$ cat src/rtl/lrupr_pkg.sv
`default_nettype none
// ----------------------------------------------------------------------------
// LRU page replacement package
// Field widths and the packed result type shared by the page table logic.
// ----------------------------------------------------------------------------
package lrupr_pkg;

  localparam int unsigned PAGE_NUM_W  = 16;
  localparam int unsigned COUNT_W     = 32;
  localparam int unsigned IN_TDATA_W  = 16;
  localparam int unsigned OUT_TDATA_W = 88;
  localparam int unsigned OUT_PAD_W   = OUT_TDATA_W - (2 + PAGE_NUM_W + 2 * COUNT_W);

  localparam logic [COUNT_W-1:0] COUNT_MAX = {COUNT_W{1'b1}};

  // Result item, last field in the lowest bits
  typedef struct packed {
    logic [OUT_PAD_W-1:0]  pad;
    logic [COUNT_W-1:0]    fault_total;
    logic [COUNT_W-1:0]    hit_total;
    logic [PAGE_NUM_W-1:0] victim_page;
    logic                  evicted;
    logic                  hit;
  } result_t;

endpackage
`default_nettype wire

$ cat src/rtl/lru_page_table_replacement_unit.sv
`default_nettype none
// ----------------------------------------------------------------------------
// LRU page table replacement unit
// Fully associative page table with true least recently used replacement,
// reporting hit, eviction, victim page and saturating hit and fault totals.
// ----------------------------------------------------------------------------
//
//  channel | direction | tdata fields (lowest bit first)
//  --------+-----------+--------------------------------------------------------
//  in_     | slave     | page_number[15:0]
//  out_    | master    | hit[0] evicted[1] victim_page[17:2] hit_total[49:18]
//          |           | fault_total[81:50], zero pad [87:82]
//
//  One request per clock sustained while out_tready stays high; each taken
//  request sits in the input register while the parallel tag compare and
//  rank update settle, and its result is written into the result register
//  as soon as that register is empty or draining.
//  Reset (rst_n low, synchronous) empties the table and clears both totals.
//  A stall on out_tready holds the result register; the input register then
//  still takes one more request and holds it until the result drains.
//
module lru_page_table_replacement_unit #(
  parameter int unsigned TABLE_ENTRIES = 5,
  parameter int unsigned PAGE_WIDTH    = 16
) (
  input  wire logic                                  clk,
  input  wire logic                                  rst_n,
  // page_number[15:0]
  input  wire logic [lrupr_pkg::IN_TDATA_W-1:0]      in_tdata,
  input  wire logic                                  in_tvalid,
  output logic                                       in_tready,
  // hit, evicted, victim_page[15:0], hit_total[31:0], fault_total[31:0], pad
  output logic [lrupr_pkg::OUT_TDATA_W-1:0]          out_tdata,
  output logic                                       out_tvalid,
  input  wire logic                                  out_tready
);

  localparam int unsigned IDX_W  = (TABLE_ENTRIES > 1) ? $clog2(TABLE_ENTRIES) : 1;
  localparam int unsigned RANK_W = IDX_W;
  localparam int unsigned CNT_W  = $clog2(TABLE_ENTRIES + 1);
  localparam logic [RANK_W-1:0] RANK_LRU = RANK_W'(TABLE_ENTRIES - 1);
  localparam logic [CNT_W-1:0]  FILL_MAX = CNT_W'(TABLE_ENTRIES);

  // Input register
  logic                                 in_valid_r;
  logic [lrupr_pkg::PAGE_NUM_W-1:0]     in_page_r;

  // Table state: tags and ranks are only read below the fill count
  logic [PAGE_WIDTH-1:0]                tags_r [TABLE_ENTRIES];
  logic [RANK_W-1:0]                    rank_r [TABLE_ENTRIES];
  logic [CNT_W-1:0]                     fill_r;
  logic [lrupr_pkg::COUNT_W-1:0]        hits_r;
  logic [lrupr_pkg::COUNT_W-1:0]        faults_r;

  // Result register
  logic                                 out_valid_r;
  lrupr_pkg::result_t                   res_r;

  // Pass logic
  logic                                 out_free;
  logic                                 adv;
  logic [PAGE_WIDTH-1:0]                tag;
  logic [TABLE_ENTRIES-1:0]             slot_vld;
  logic [TABLE_ENTRIES-1:0]             match;
  logic [TABLE_ENTRIES-1:0]             lru_vec;
  logic [TABLE_ENTRIES-1:0]             age;
  logic [IDX_W-1:0]                     hit_idx;
  logic [IDX_W-1:0]                     vic_idx;
  logic [IDX_W-1:0]                     slot;
  logic                                 found;
  logic                                 full;
  logic                                 age_all;
  logic [RANK_W-1:0]                    lim;
  logic [lrupr_pkg::COUNT_W-1:0]        page_ext;
  lrupr_pkg::result_t                   res_nxt;

  // Handshake: advance when the result register is empty or draining
  assign out_free  = !out_valid_r || out_tready;
  assign adv       = in_valid_r && out_free;
  assign in_tready = !in_valid_r || out_free;

  always_ff @(posedge clk) begin
    if (!rst_n) begin
      in_valid_r <= 1'b0;
    end else if (in_tvalid && in_tready) begin
      in_valid_r <= 1'b1;
    end else if (adv) begin
      in_valid_r <= 1'b0;
    end
  end

  always_ff @(posedge clk) begin
    if (in_tvalid && in_tready) begin
      in_page_r <= in_tdata[lrupr_pkg::PAGE_NUM_W-1:0];
    end
  end

  // Tag compare, victim pick, rank ageing and next result with totals
  always_comb begin
    page_ext = lrupr_pkg::COUNT_W'(in_page_r);
    tag      = page_ext[PAGE_WIDTH-1:0];
    full     = (fill_r == FILL_MAX);
    for (int i = 0; i < TABLE_ENTRIES; i++) begin
      slot_vld[i] = (CNT_W'(i) < fill_r);
      match[i]    = slot_vld[i] && (tags_r[i] == tag);
      lru_vec[i]  = (rank_r[i] == RANK_LRU);
    end
    found   = |match;
    hit_idx = '0;
    vic_idx = '0;
    // Walk downwards so the lowest-numbered slot wins
    for (int i = TABLE_ENTRIES - 1; i >= 0; i--) begin
      if (match[i]) begin
        hit_idx = IDX_W'(i);
      end
      if (lru_vec[i]) begin
        vic_idx = IDX_W'(i);
      end
    end
    if (found) begin
      slot = hit_idx;
    end else if (full) begin
      slot = vic_idx;
    end else begin
      slot = fill_r[IDX_W-1:0];
    end
    age_all = !found && !full;
    lim     = found ? rank_r[hit_idx] : RANK_LRU;
    for (int i = 0; i < TABLE_ENTRIES; i++) begin
      age[i] = slot_vld[i] && (age_all || (rank_r[i] < lim));
    end

    res_nxt             = '0;
    res_nxt.hit         = found;
    res_nxt.evicted     = !found && full;
    res_nxt.victim_page = res_nxt.evicted ?
                          lrupr_pkg::PAGE_NUM_W'(lrupr_pkg::COUNT_W'(tags_r[vic_idx])) :
                          '0;
    res_nxt.hit_total   = (found && hits_r != lrupr_pkg::COUNT_MAX) ? hits_r + 1'b1 : hits_r;
    res_nxt.fault_total = (!found && faults_r != lrupr_pkg::COUNT_MAX) ?
                          faults_r + 1'b1 : faults_r;
  end

  // Table update
  always_ff @(posedge clk) begin
    if (adv) begin
      for (int i = 0; i < TABLE_ENTRIES; i++) begin
        if (IDX_W'(i) == slot) begin
          rank_r[i] <= '0;
        end else if (age[i]) begin
          rank_r[i] <= rank_r[i] + 1'b1;
        end
      end
      if (!found) begin
        tags_r[slot] <= tag;
      end
    end
  end

  always_ff @(posedge clk) begin
    if (!rst_n) begin
      fill_r   <= '0;
      hits_r   <= '0;
      faults_r <= '0;
    end else if (adv) begin
      if (!found && !full) begin
        fill_r <= fill_r + 1'b1;
      end
      hits_r   <= res_nxt.hit_total;
      faults_r <= res_nxt.fault_total;
    end
  end

  // Result register
  always_ff @(posedge clk) begin
    if (!rst_n) begin
      out_valid_r <= 1'b0;
    end else if (adv) begin
      out_valid_r <= 1'b1;
    end else if (out_tready) begin
      out_valid_r <= 1'b0;
    end
  end

  always_ff @(posedge clk) begin
    if (adv) begin
      res_r <= res_nxt;
    end
  end

  assign out_tvalid = out_valid_r;
  assign out_tdata  = res_r;

  // Checks
  a_fill_bound: assert property (@(posedge clk) disable iff (!rst_n)
    fill_r <= FILL_MAX)
    else $error("fill count beyond table size");

  a_tags_unique: assert property (@(posedge clk) disable iff (!rst_n)
    in_valid_r |-> $onehot0(match))
    else $error("page held in more than one slot");

  a_lru_present: assert property (@(posedge clk) disable iff (!rst_n)
    full |-> $onehot(lru_vec))
    else $error("full table without a single least recently used slot");

  a_evict_full: assert property (@(posedge clk) disable iff (!rst_n)
    (out_valid_r && res_r.evicted) |-> (full && !res_r.hit))
    else $error("eviction reported while table not full");

  a_victim_zero: assert property (@(posedge clk) disable iff (!rst_n)
    (out_valid_r && !res_r.evicted) |-> (res_r.victim_page == '0))
    else $error("victim page set without eviction");

endmodule
`default_nettype wire

$ cat config.mk
export PLATFORM = sky130hd
export DESIGN_NAME = lru_page_table_replacement_unit
export DESIGN_NICKNAME = d
export VERILOG_FILES = /design/src/rtl/lrupr_pkg.sv /design/src/rtl/lru_page_table_replacement_unit.sv
export SDC_FILE = /design/constraint.sdc
export NUM_CORES = 1
export LEC_CHECK = 0
export ABC_AREA = 1
export BUFFER_PORTS_ARGS = -buffer_cell sky130_fd_sc_hd__buf_2
export CAP_MARGIN = 20
export CORE_ASPECT_RATIO = 1.2
export CORE_MARGIN = 4
export CORE_UTILIZATION = 40
export DETAILED_ROUTE_END_ITERATION = 7
export PLACE_DENSITY = 0.67
export SETUP_SLACK_MARGIN = 0.15
export SLEW_MARGIN = 15
export SYNTH_ARGS = -nofsm -noshare
export SYNTH_HDL_FRONTEND = slang
export SYNTH_SLANG_ARGS = --single-unit
$ cat constraint.sdc
create_clock -name clk -period 5.76 [get_ports clk]
set_clock_uncertainty 0.2 [all_clocks]
set_input_delay 1.152 -clock clk [delete_from_list [all_inputs] [get_ports clk]]
set_output_delay 1.152 -clock clk [all_outputs]
set_load 0.02 [all_outputs]
# Yosys cells after proc, flatten, opt, wreduce, memory -nomap -nowiden
# Memories as Yosys holds them, arrays and structs flattened. A register that Yosys moved wholly into a read port is not among the register bits.
# Cells that the tools add are included.
# classes
add_sub_neg	8
mul	0
n_div	0
magnitude_cmp	10
eq_ne	17
shifts	0
muxes	62
n_bitwise	5
n_reduce_logical	33
# op_table
op	count
$eq A16 B16 Y1	5
$add A32 B1 Y32 const B	2
$mux W32	2
$ne A32 B32 Y1 const B	2
$mux W3	18
$mux W1	42
$add A3 B1 Y3 const B	6
$eq A3 B3 Y1 const B	6
$logic_and A1 B1 Y1	16
$lt A3 B3 Y1	5
$logic_or A1 B1 Y1	7
$eq A2 B3 Y1 const A	2
$lt A1 B3 Y1 const A	2
$lt A2 B3 Y1 const A	2
$logic_not A1 Y1	5
$or A1 B1 Y1	5
$reduce_or A5 Y1	1
$reduce_bool A2 Y1	2
$eq A1 B3 Y1 const A	1
$eq A3 B3 Y1 const A	1
$logic_not A3 Y1	1
$lt A3 B3 Y1 const A	1
$reduce_and A2 Y1	1
# word_totals
reg_bits	151
latchBits	0
mem_bits_rw	95
romBits	0
input_bits	20
output_inout_bits	90
word_cells	147
memories	2
# memory_table
memory	words	word_bits	rd	rd_clocked_by_memory_dff	write_ports	line_no	text
tags_r	5	16	6	1	1	lru_page_table_replacement_unit.sv:49	logic [PAGE_WIDTH-1:0] tags_r [TABLE_ENTRIES];
rank_r	5	3	6	0	5	lru_page_table_replacement_unit.sv:50	logic [RANK_W-1:0] rank_r [TABLE_ENTRIES];

# Longest topological paths before layout
# Gate-level depths: netlist of the first run.
# An unclocked memory read counts as a cell.
# depth
depth_word	18
mapped_depth	25
mapped_depth_nobuf	24

# Worst setup path after synthesis of the first run
# OpenSTA, ideal clock, no wires.
# synth_timing
path_type	input-to-reg
startpoint	input out_tready
endpoint	memory tags_r[0][0] (enable)
setup_time_ns	0.389
arrival_ns	5.389
t_required_ns	5.171
setup_slack_ns	-0.218
stages	9
path_buffers	3
path_cell_list	inv_1 nand2_1 nand2_1 clkbuf_1 inv_1 clkbuf_1 clkbuf_1 nand2_1 nor2_1
# synth_between
elab_chain_len	4
# synth_lines
element	line_no	text
from (decl)	lru_page_table_replacement_unit.sv:35	input wire logic out_tready
$logic_or A1 B1 Y1	lru_page_table_replacement_unit.sv:78	assign out_free = !out_valid_r || out_tready;
$logic_and A1 B1 Y1	lru_page_table_replacement_unit.sv:79	assign adv = in_valid_r && out_free;
net adv	lru_page_table_replacement_unit.sv:61	logic adv;
$mux W1	lru_page_table_replacement_unit.sv:146	if (adv) begin
$mux W1 (implied by the code)	lru_page_table_replacement_unit.sv:155	tags_r[slot] <= tag;
to (decl)	lru_page_table_replacement_unit.sv:49	
# The timed path passes the listed nets, and every way through them passes these cells.

==> metrics.csv, run 1 <==
stage;metric;value;unit
outcome;status;finished, final reports clean;
drt;final_antenna_net_count;0;
worst_setup_path;start_kind;flop;
sta;setup-violations-final;0;
floorplan;start_util;40.6;%
worst_setup_path;r2r_cells;12;
drt;num_vias;13200;
clock_tree;clock-root-buffer;clkbuf_16;
drt;vias_per_cell;5.14;
clock_tree;cts_num_sinks;310;
sta;slew_viol_final;0;
clock_tree;cts_tree;done;
pwr;seqPwrFrac;50.9;%
pwr;powerDensity;271;nW/um^2
finish;post-route-util;45.8;%
clock_tree;ctsResizeCount;0;
synth;ys.flop_type;edfxtp_1;
clock_tree;clk_pin_slew;0.06;ns
sta;period_share;74.7;%
global_routing;grt_pass1_vias;12900;
worst_setup_path;crit_arrival;4.34;ns
place;placed_cells;2504;
sta;period_minus_slack;4.30;ns
clock_tree;postCtsHoldBufs;0;
pwr;irDropWorstVdd;0.244;mV
run;drv_cap;0;
finish;area_delta_synth_final;13.0;%
synth;ys_types;51;
worst_setup_path;worst-path-buf-inv;0;
worst_setup_path;cpPeakStageDelay;0.62;ns
min_path;holdPathStages;1;
worst_setup_path;r2r-start;in_page_r[8];
drt;initialDrtViolationCount;916;
clock_tree;clk_latency;0.53;ns
sta;setup_slack;1.46;ns
worst_setup_path;critical_path.max_fanout;14;
worst_setup_path;cpMaxStageDelayCell;edfxtp_1;
min_path;holdPathEnd;fill_r[0];
worst_setup_path;cpMostUsedCell;nand2_1;
global_routing;antenna_found_initial;0;
synth;yosysWarnings;0;
place;preCtsSetupSlack;1.48;ns
finish;final_nets;2046;
sta;fmax;233;MHz
place;portBuffers;103;
place;placed_area;17600;sq um
synth;synth-edff-count;241;
place;gp_congestion;0.973;
sta;hold_viol;0;
min_path;hp-start;fill_r[0];
pwr;power;5.07;mW
clock_tree;cts-htree-levels;2;
synth;synth_largest_area_cell;edfxtp_1;
drt;first_pass_iters;6;
min_path;holdCritPathClass;reg -> reg;
worst_setup_path;crit_type;reg -> reg;
worst_setup_path;end_kind;flop;
place;place_hpwl;34.3;mm
finish;final_cells;2566;
synth;synth_common_cells;nand2_1 (374), nor2_1 (272), edfxtp_1 (241);
synth;synthArstFlopShare;0;%
synth;avgSynthCellArea;8.70;sq um
pwr;pwr-share-comb;8.7;%
floorplan;rows;81;
floorplan;die-area;44700;sq um
worst_setup_path;rr_endpoint;rank_r[4][1];
pwr;p_leak;7.78;nW
floorplan;fp.dieW;194;um
global_routing;grt_pass1_wl;71.8;mm
sta;setup-tns-final;0;ns
drt;drc;0;
clock_tree;numCtsBuffers;34;
pwr;switching_share;25.1;%
drt;wl_per_cell;18.1;um
worst_setup_path;cp_cell_sequence;xor2_1 -> a21oi_1 -> o2111a_1 -> nand4_1 -> or2_2 -> o21ai_0 -> ha_1 -> a21oi_1 -> o21ai_0 -> nand2_1 -> nand2_1 -> nand2_1;
drt;routed_wl;46.5;mm
global_routing;grt_util_all_layers;20.2;%
finish;layout-drive-gt1-share;14.1;%
global_routing;grt_max_degree;71;
pwr;pwr-share-clk;40.4;%
worst_setup_path;crit_family;compound AO/OA/AOI/OAI gates;
synth;synth.most_common_cell;nand2_1;
synth;synthCells;1904;
synth;seq_area_frac_synth;52.0;%
floorplan;core_area;40800;sq um
sta;rsz0062_at_grt;no;
global_routing;grt-ovfl-total;0;
worst_setup_path;required;5.80;ns
finish;antenna_cells;0;
pwr;p_int;3.80;mW
finish;fin_area;18700;sq um
synth;ys_top_cells_by_area;edfxtp_1 (44%), nand2_1 (8.5%), dfxtp_1 (8.3%);
clock_tree;cts_buffer_depth;3;
sta;holdWs;0.366;ns
pwr;p_switching;1.27;mW
worst_setup_path;worst-r2r-setup-slack;1.46;ns
synth;synth_area;16600;sq um
floorplan;ios;110;
floorplan;die_y;231;um
clock_tree;postCtsSetupRepairBufs;0;
sta;relSlewSlack;39.4;%
synth;synth-seq-cells;310;
synth;netlist.area_leader.share;43.7;%
sta;worst_pin_slew;0.909;ns
==> cell families after synthesis <==
family | share of synthesized area [%]
buf+inv | 7.86
fa+ha+maj | 1.81
compound gates | 9.33
flops | 52.0
simple gates | 23.7
other cells | 0.0226
xor+xnor | 5.27
==> layout make-up <==
class,count,area [sq um]
clock buffer,44,940
clock inverter,17,110
fill,3952,22100
inverter,261,982
multi-input combinational,1273,6690
sequential,310,8620
tap,539,674
timing repair buffer,122,698
==> routing by layer <==
metal  wire [um]  vias to the layer above  GRT usage [%]  share of wire (%)
met2       22700                      399           34.8                 49
met5           0                        -              0                  0
met3        2690                       83           3.33                5.8
met1       19300                     6239           25.7                 42
li1            -                     6466              -                  -
met4        1810                        0           7.66                3.9
==> flip-flops by register name, summed over array words and instances, names as in the netlist <==
register	cells
hits_r	32
out_tdata	82
out_tvalid	1
tags_r	128
faults_r	32
in_page_r	16
rank_r	15
in_valid_r	1
fill_r	3
==> how the worst max path moves through the flow <==
stage	startpoint	endpoint	slack, ns	cells past startpoint
after global placement	in_page_r[8]	rank_r[4][0]	1.62	12
after global routing	in_page_r[2]	rank_r[4][0]	1.16	15
after floorplan	out_tready	tags_r[0][0]	1.13	9
final	in_page_r[8]	rank_r[4][1]	1.46	12
after detailed placement	in_page_r[8]	rank_r[4][0]	1.48	12
after CTS	in_page_r[8]	rank_r[3][0]	1.48	12
==> power groups by stage <==
stage	Clock, mW	Combinational (mW)	Sequential, mW
6_report	2.05	0.441	2.58
5_1_grt	2.18	0.490	2.60
4_1_cts	2.09	0.443	2.58
3_5_place_dp	0	0.440	2.63
3_3_place_gp	0	0.432	2.63
2_1_floorplan	0	0.276	2.64
==> layout by cell type (no fill, tap or decap), types with 5 or more instances in the layout <==
master and count:
nor2_4 13, ha_1 24, o211ai_1 12, nor3b_1 8
clkbuf_16 35, buf_4 16, conb_1 6, clkbuf_1 6
clkinv_2 5, dfxtp_1 69, o31ai_1 11, nand4_1 46
nor2_2 12, nor3_1 55, nor2_1 272, o21ai_1 57
o32ai_1 8, nor4_2 5, o21ai_0 67, o21ai_2 18
nand3_2 5, xnor2_1 17, nand2_1 372, inv_2 25
clkinv_1 6, xor2_1 64, nand3_1 44, nor4_1 12
edfxtp_1 241, xor2_2 10, nand2_2 15, inv_1 235
buf_2 103, a21oi_1 93
Note: power is estimated with default switching activity, not from simulation.
==> inputs of run 2 (changes only) <==
- clock period: 5.76 -> 3.87 ns (I/O delays scaled with it)
==> metrics.csv, run 2 (synthesis results as in run 1) <==
stage;metric;value;unit;change
sta;period_share;91.9;%;+17 points
global_routing;antenna_found_initial;0;;unchanged
sta;setup-tns-final;0;ns;unchanged
drt;wl_per_cell;18.2;um;+0.24%
place;gp_congestion;1.01;;+3.8%
floorplan;die_y;231;um;unchanged
global_routing;grt_util_all_layers;20.6;%;+0.41 points
worst_setup_path;required;3.89;ns;-1.91 ns
sta;period_minus_slack;3.55;ns;-0.745 ns
sta;hold_viol;0;;unchanged
clock_tree;cts_num_sinks;310;;unchanged
finish;layout-drive-gt1-share;17.3;%;+3.3 points
drt;final_antenna_net_count;0;;unchanged
outcome;status;finished, final reports clean;;
finish;most-common-layout-cells;nand2_1 (368), nor2_1 (270), edfxtp_1 (241);;
clock_tree;clk_latency;0.52;ns;about the same
worst_setup_path;crit_arrival;3.58;ns;-0.76 ns
place;preCtsSetupSlack;0.0627;ns;-1.41 ns
clock_tree;postCtsHoldBufs;0;;unchanged
sta;slew_viol_final;0;;unchanged
worst_setup_path;crit_family;simple AND/OR/NAND/NOR gates;;
worst_setup_path;cp_cell_sequence;buf_4 -> xnor2_2 -> nand3_1 -> nor2_1 -> nand3_1 -> buf_4 -> nand3_2 -> a21oi_2 -> o21ai_1 -> o311ai_2 -> o21ai_2 -> buf_4 -> ha_1 -> a21oi_1 -> nand2_1 -> nand2_1 -> nand2_1 -> nand2_2;;
floorplan;ios;110;;unchanged
finish;final_common_cell;nand2_1;;
drt;vias_per_cell;5.16;;+0.46%
pwr;seqPwrFrac;47.9;%;-3.0 points
finish;regMostFlops;tags_r;;
pwr;irDropWorstVdd;0.354;mV;+45%
drt;routed_wl;47.6;mm;+2.4%
global_routing;grt_max_degree;75;;+5.6%
finish;post-route-util;47.5;%;+1.7 points
worst_setup_path;worst-path-buf-inv;3;;+3
pwr;switching_share;24.0;%;-1.1 points
sta;rsz0062_at_grt;no;;
finish;fillers;3832;;-3.0%
worst_setup_path;end_kind;flop;;
clock_tree;cts-htree-levels;2;;unchanged
worst_setup_path;cpMaxStageDelayCell;edfxtp_1;;
worst_setup_path;crit_type;reg -> reg;;
drt;first_pass_iters;5;;-1
floorplan;rows;81;;unchanged
pwr;pwr-share-clk;43.0;%;+2.6 points
finish;antenna_cells;0;;unchanged
clock_tree;clk_pin_slew;0.06;ns;about the same
place;portBuffers;103;;unchanged
sta;worst_pin_slew;1.03;ns;+0.125 ns
pwr;p_int;6.07;mW;+60%
clock_tree;clock-root-buffer;clkbuf_16;;
sta;fmax;281;MHz;+21%
floorplan;fp.dieW;194;um;unchanged
drt;num_vias;13500;;+2.6%
pwr;power;7.99;mW;+57%
floorplan;core_area;40800;sq um;unchanged
global_routing;grt_pass1_vias;13100;;+1.2%
sta;setup_slack;0.315;ns;-1.15 ns
finish;final_nets;2103;;+2.8%
place;place_hpwl;34.6;mm;+0.67%
drt;drc;0;;unchanged
min_path;holdCritPathClass;in -> reg;;
pwr;p_leak;8.15;nW;+4.7%
worst_setup_path;start_kind;flop;;
global_routing;grt_pass1_wl;73.6;mm;+2.5%
clock_tree;cts_tree;done;;
run;drv_cap;0;;unchanged
worst_setup_path;critical_path.max_fanout;7;;-7
clock_tree;numCtsBuffers;34;;unchanged
drt;initialDrtViolationCount;944;;+3.1%
pwr;powerDensity;411;nW/um^2;+52%
sta;setup-violations-final;0;;unchanged
clock_tree;cts_buffer_depth;3;;unchanged
worst_setup_path;cpPeakStageDelay;0.51;ns;-0.11 ns
finish;largest_register_ffs;128;;unchanged
floorplan;start_util;40.6;%;unchanged
pwr;pwr-share-comb;9.1;%;+0.4 points
floorplan;die-area;44700;sq um;unchanged
sta;relSlewSlack;31.0;%;-8.4 points
finish;area_delta_synth_final;17.2;%;
pwr;p_switching;1.91;mW;+50%
global_routing;grt-ovfl-total;0;;unchanged
-- run 2: worst paths after layout --
kind	from	to	slack, ns	depth (start not counted)
worst max-delay path	in_page_r[14]	rank_r[3][0]	0.32	18
worst min-delay path	in_tdata[7]	in_page_r[7]	0.23	1
worst max register to register	in_page_r[14]	rank_r[3][0]	0.32	18
worst min register to register	fill_r[0]	fill_r[0]	0.36	1
-- run 2: worst reg2reg max path: cells and delay by family, from the launching register on --
| family | cells | cell delay, ns |
|---|---|---|
| fa+ha+maj | 1 | 0.23 |
| xor+xnor | 1 | 0.33 |
| compound gates | 5 | 0.59 |
| simple gates | 8 | 0.85 |
| flops | 1 | 0.51 |
| buf+inv | 3 | 0.54 |
-- run 2: metal layers --
metal  routed length [um]  share of wire, %  vias up  GRT usage, %
met1                20100                42     6433          27.0
li1                     -                 -     6572             -
met3                 2730               5.7      101          3.05
met4                 1890               4.0        0          7.75
met5                    0                 0        -             0
met2                22900                48      421          35.0
-- run 2: area by class of cell --
cell class | instances | area [sq um] | area share, %
inverter | 261 | 982 | 5.06
timing repair buffer | 179 | 1210 | 6.23
clock inverter | 17 | 256 | 1.32
multi-input combinational | 1273 | 6750 | 34.8
tap | 539 | 674 | 3.47
sequential | 310 | 8620 | 44.4
clock buffer | 41 | 928 | 4.78
-- run 2: power groups by stage --
stage / Sequential, mW / Clock (mW) / Combinational, mW
2_1_floorplan: 3.93 / 0 / 0.411
3_3_place_gp: 3.90 / 0 / 0.691
3_5_place_dp: 3.90 / 0 / 0.698
4_1_cts: 3.83 / 3.51 / 0.712
5_1_grt: 3.84 / 3.62 / 0.801
6_report: 3.83 / 3.43 / 0.725
-- run 2: per-stage QoR --
step / hold slack, ns / cell area, sq um / cells
after floorplan: 0.294 / 16600 / 1909
after global placement: 0.332 / 18000 / 2542
after detailed placement: 0.348 / 18000 / 2542
after CTS: 0.205 / 19300 / 2607
after global routing: 0.212 / 19400 / 2620
final: 0.226 / 19400 / 2620
-- run 2: repair_timing --
| action | in CTS | in global routing |
|---|---|---|
| gates resized for setup | 3 | 17 |
| endpoints found under the setup margin | 27 | 30 |
| pin swaps | 0 | 2 |
| setup buffers | 7 | 13 |
==> inputs of run 3 (changes only) <==
- CORE_ASPECT_RATIO: 1.2 -> 0.5
==> metrics.csv, run 3 (synthesis results as in run 1) <==
stage;metric;value;unit;change
run;drv_cap;0;;unchanged
drt;routed_wl;47.4;mm;-0.58%
clock_tree;clk_pin_slew;0.07;ns;about the same
finish;final_nets;2095;;-0.38%
pwr;p_switching;1.89;mW;-1.0%
worst_setup_path;rr_endpoint;tags_r[0][2];;
worst_setup_path;end_kind;flop;;
sta;period_minus_slack;3.59;ns;+0.0376 ns
sta;setup-violations-final;0;;unchanged
floorplan;die_y;152;um;-34%
worst_setup_path;critical_path.max_fanout;16;;+9
clock_tree;cts-htree-levels;1;;-1
clock_tree;clock-root-buffer;clkbuf_16;;
global_routing;grt_pass1_vias;12700;;-2.6%
pwr;powerDensity;393;nW/um^2;-4.5%
floorplan;ios;110;;unchanged
global_routing;grt_util_all_layers;20.5;%;-0.12 points
finish;post-route-util;47.3;%;-0.21 points
pwr;p_leak;8.04;nW;-1.3%
worst_setup_path;crit_type;reg -> reg;;
place;placed_cells;2531;;-0.43%
global_routing;grt-ovfl-total;0;;unchanged
pwr;p_int;5.67;mW;-6.7%
min_path;hp-start;in_tdata[11];;
worst_setup_path;crit_arrival;3.66;ns;+0.08 ns
worst_setup_path;r2r-start;in_page_r[8];;
finish;largest_register_ffs;128;;unchanged
sta;setup-tns-final;0;ns;unchanged
global_routing;grt_pass1_wl;73.0;mm;-0.72%
pwr;seqPwrFrac;50.6;%;+2.7 points
place;gp_congestion;1.04;;+3.2%
sta;hold_viol;0;;unchanged
drt;first_pass_iters;6;;+1
drt;vias_per_cell;5.11;;-0.94%
finish;final_cells;2616;;-0.15%
drt;wl_per_cell;18.1;um;-0.43%
min_path;holdPathStages;1;;unchanged
floorplan;start_util;40.7;%;+0.18 points
sta;rsz0062_at_grt;no;;
worst_setup_path;required;3.94;ns;+0.05 ns
sta;fmax;278;MHz;-1.0%
drt;final_antenna_net_count;0;;unchanged
sta;period_share;92.8;%;+0.97 points
finish;layout-drive-gt1-share;17.5;%;+0.19 points
finish;area_delta_synth_final;16.2;%;
worst_setup_path;r2r_cells;16;;-2
floorplan;fp.dieW;296;um;+53%
pwr;pwr-share-comb;9.8;%;+0.7 points
finish;regMostFlops;tags_r;;
sta;relSlewSlack;31.2;%;+0.28 points
clock_tree;clk_latency;0.58;ns;+0.06 ns
clock_tree;cts_tree;done;;
floorplan;die-area;44900;sq um;+0.41%
pwr;irDropWorstVdd;0.315;mV;-11%
pwr;pwr-share-clk;39.7;%;-3.3 points
floorplan;rows;52;;-36%
clock_tree;cts_buffer_depth;3;;unchanged
place;place_hpwl;34.1;mm;-1.2%
min_path;holdPathEnd;in_page_r[11];;
sta;slew_viol_final;0;;unchanged
outcome;status;finished, final reports clean;;
worst_setup_path;start_kind;flop;;
drt;drc;0;;unchanged
sta;worst_pin_slew;1.03;ns;-0.00297 ns
global_routing;grt_max_degree;81;;+8.0%
worst_setup_path;worst-r2r-setup-slack;0.28;ns;-0.04 ns
clock_tree;numCtsBuffers;30;;-12%
finish;most-common-layout-cells;nand2_1 (362), nor2_1 (270), edfxtp_1 (241);;
place;portBuffers;103;;unchanged
floorplan;core_area;40700;sq um;-0.44%
pwr;switching_share;25.0;%;+1.1 points
min_path;holdCritPathClass;in -> reg;;
clock_tree;cts_num_sinks;310;;unchanged
drt;initialDrtViolationCount;1094;;+16%
global_routing;antenna_found_initial;1;;+1
finish;final_common_cell;nand2_1;;
drt;num_vias;13400;;-1.1%
clock_tree;postCtsHoldBufs;0;;unchanged
-- run 3: what timing repair did --
item | CTS | global route
pin swaps | 0 | 6
endpoints found under the setup margin | 12 | 46
resized for setup | 2 | 31
buffers inserted | 2 | 26
-- run 3: worst max-delay path by stage --
stage	startpoint	endpoint	slack, ns	depth (start not counted)
after floorplan	out_tready	tags_r[0][0]	0.37	9
after global placement	in_page_r[4]	rank_r[0][2]	0.18	19
after detailed placement	in_page_r[4]	rank_r[3][1]	0.14	20
after CTS	in_page_r[7]	rank_r[2][1]	0.16	20
after global routing	in_page_r[8]	tags_r[0][8]	0.14	16
final	in_page_r[8]	tags_r[0][2]	0.28	16
-- run 3: cell type report --
cell class / count / area (sq um)
tap: 540 / 676
timing repair buffer: 175 / 1140
antenna: 1 / 2.50
sequential: 310 / 8620
clock buffer: 40 / 830
clock inverter: 16 / 161
fill: 3919 / 21400
multi-input combinational: 1273 / 6840
inverter: 261 / 982
-- run 3: stage by stage --
step | hold slack, ns | setup WS [ns] | instance area, sq um | power, mW
CTS | 0.147 | 0.158 | 18900 | 7.59
global route | 0.155 | 0.136 | 19200 | 7.88
finish | 0.167 | 0.277 | 19200 | 7.56
global placement | 0.338 | 0.176 | 17900 | 4.58
detailed placement | 0.342 | 0.143 | 17900 | 4.59
floorplan | 0.294 | 0.370 | 16600 | 4.34
-- run 3: power groups by stage --
| stage | Sequential [mW] | Clock (mW) | Combinational, mW |
|---|---|---|---|
| after global routing | 3.84 | 3.22 | 0.817 |
| after global placement | 3.90 | 0 | 0.682 |
| after floorplan | 3.93 | 0 | 0.411 |
| after CTS | 3.83 | 3.06 | 0.701 |
| final | 3.82 | 3.00 | 0.738 |
| after detailed placement | 3.90 | 0 | 0.689 |
-- run 3: metal layers --
layer / wire length (um) / GRT usage (%) / vias up
met1: 21200 / 28.2 / 6349
met3: 2730 / 3.57 / 85
met2: 21800 / 33.3 / 359
met4: 1580 / 6.41 / 0
met5: 0 / 0 / -
li1: - / - / 6586
-- run 3: critical path, cell delays in order (launching register included) --
cell and delay [ns]:
edfxtp_1 0.51, buf_4 0.19, buf_4 0.14, xor2_1 0.16, a21oi_2 0.14, buf_4 0.17
o2111a_1 0.19, nand4_1 0.18, buf_4 0.23, nand2_2 0.14, nand2_1 0.10, nand2_2 0.12
inv_2 0.06, nor2_1 0.19, nand2_1 0.13, nor2_1 0.21, buf_12 0.21
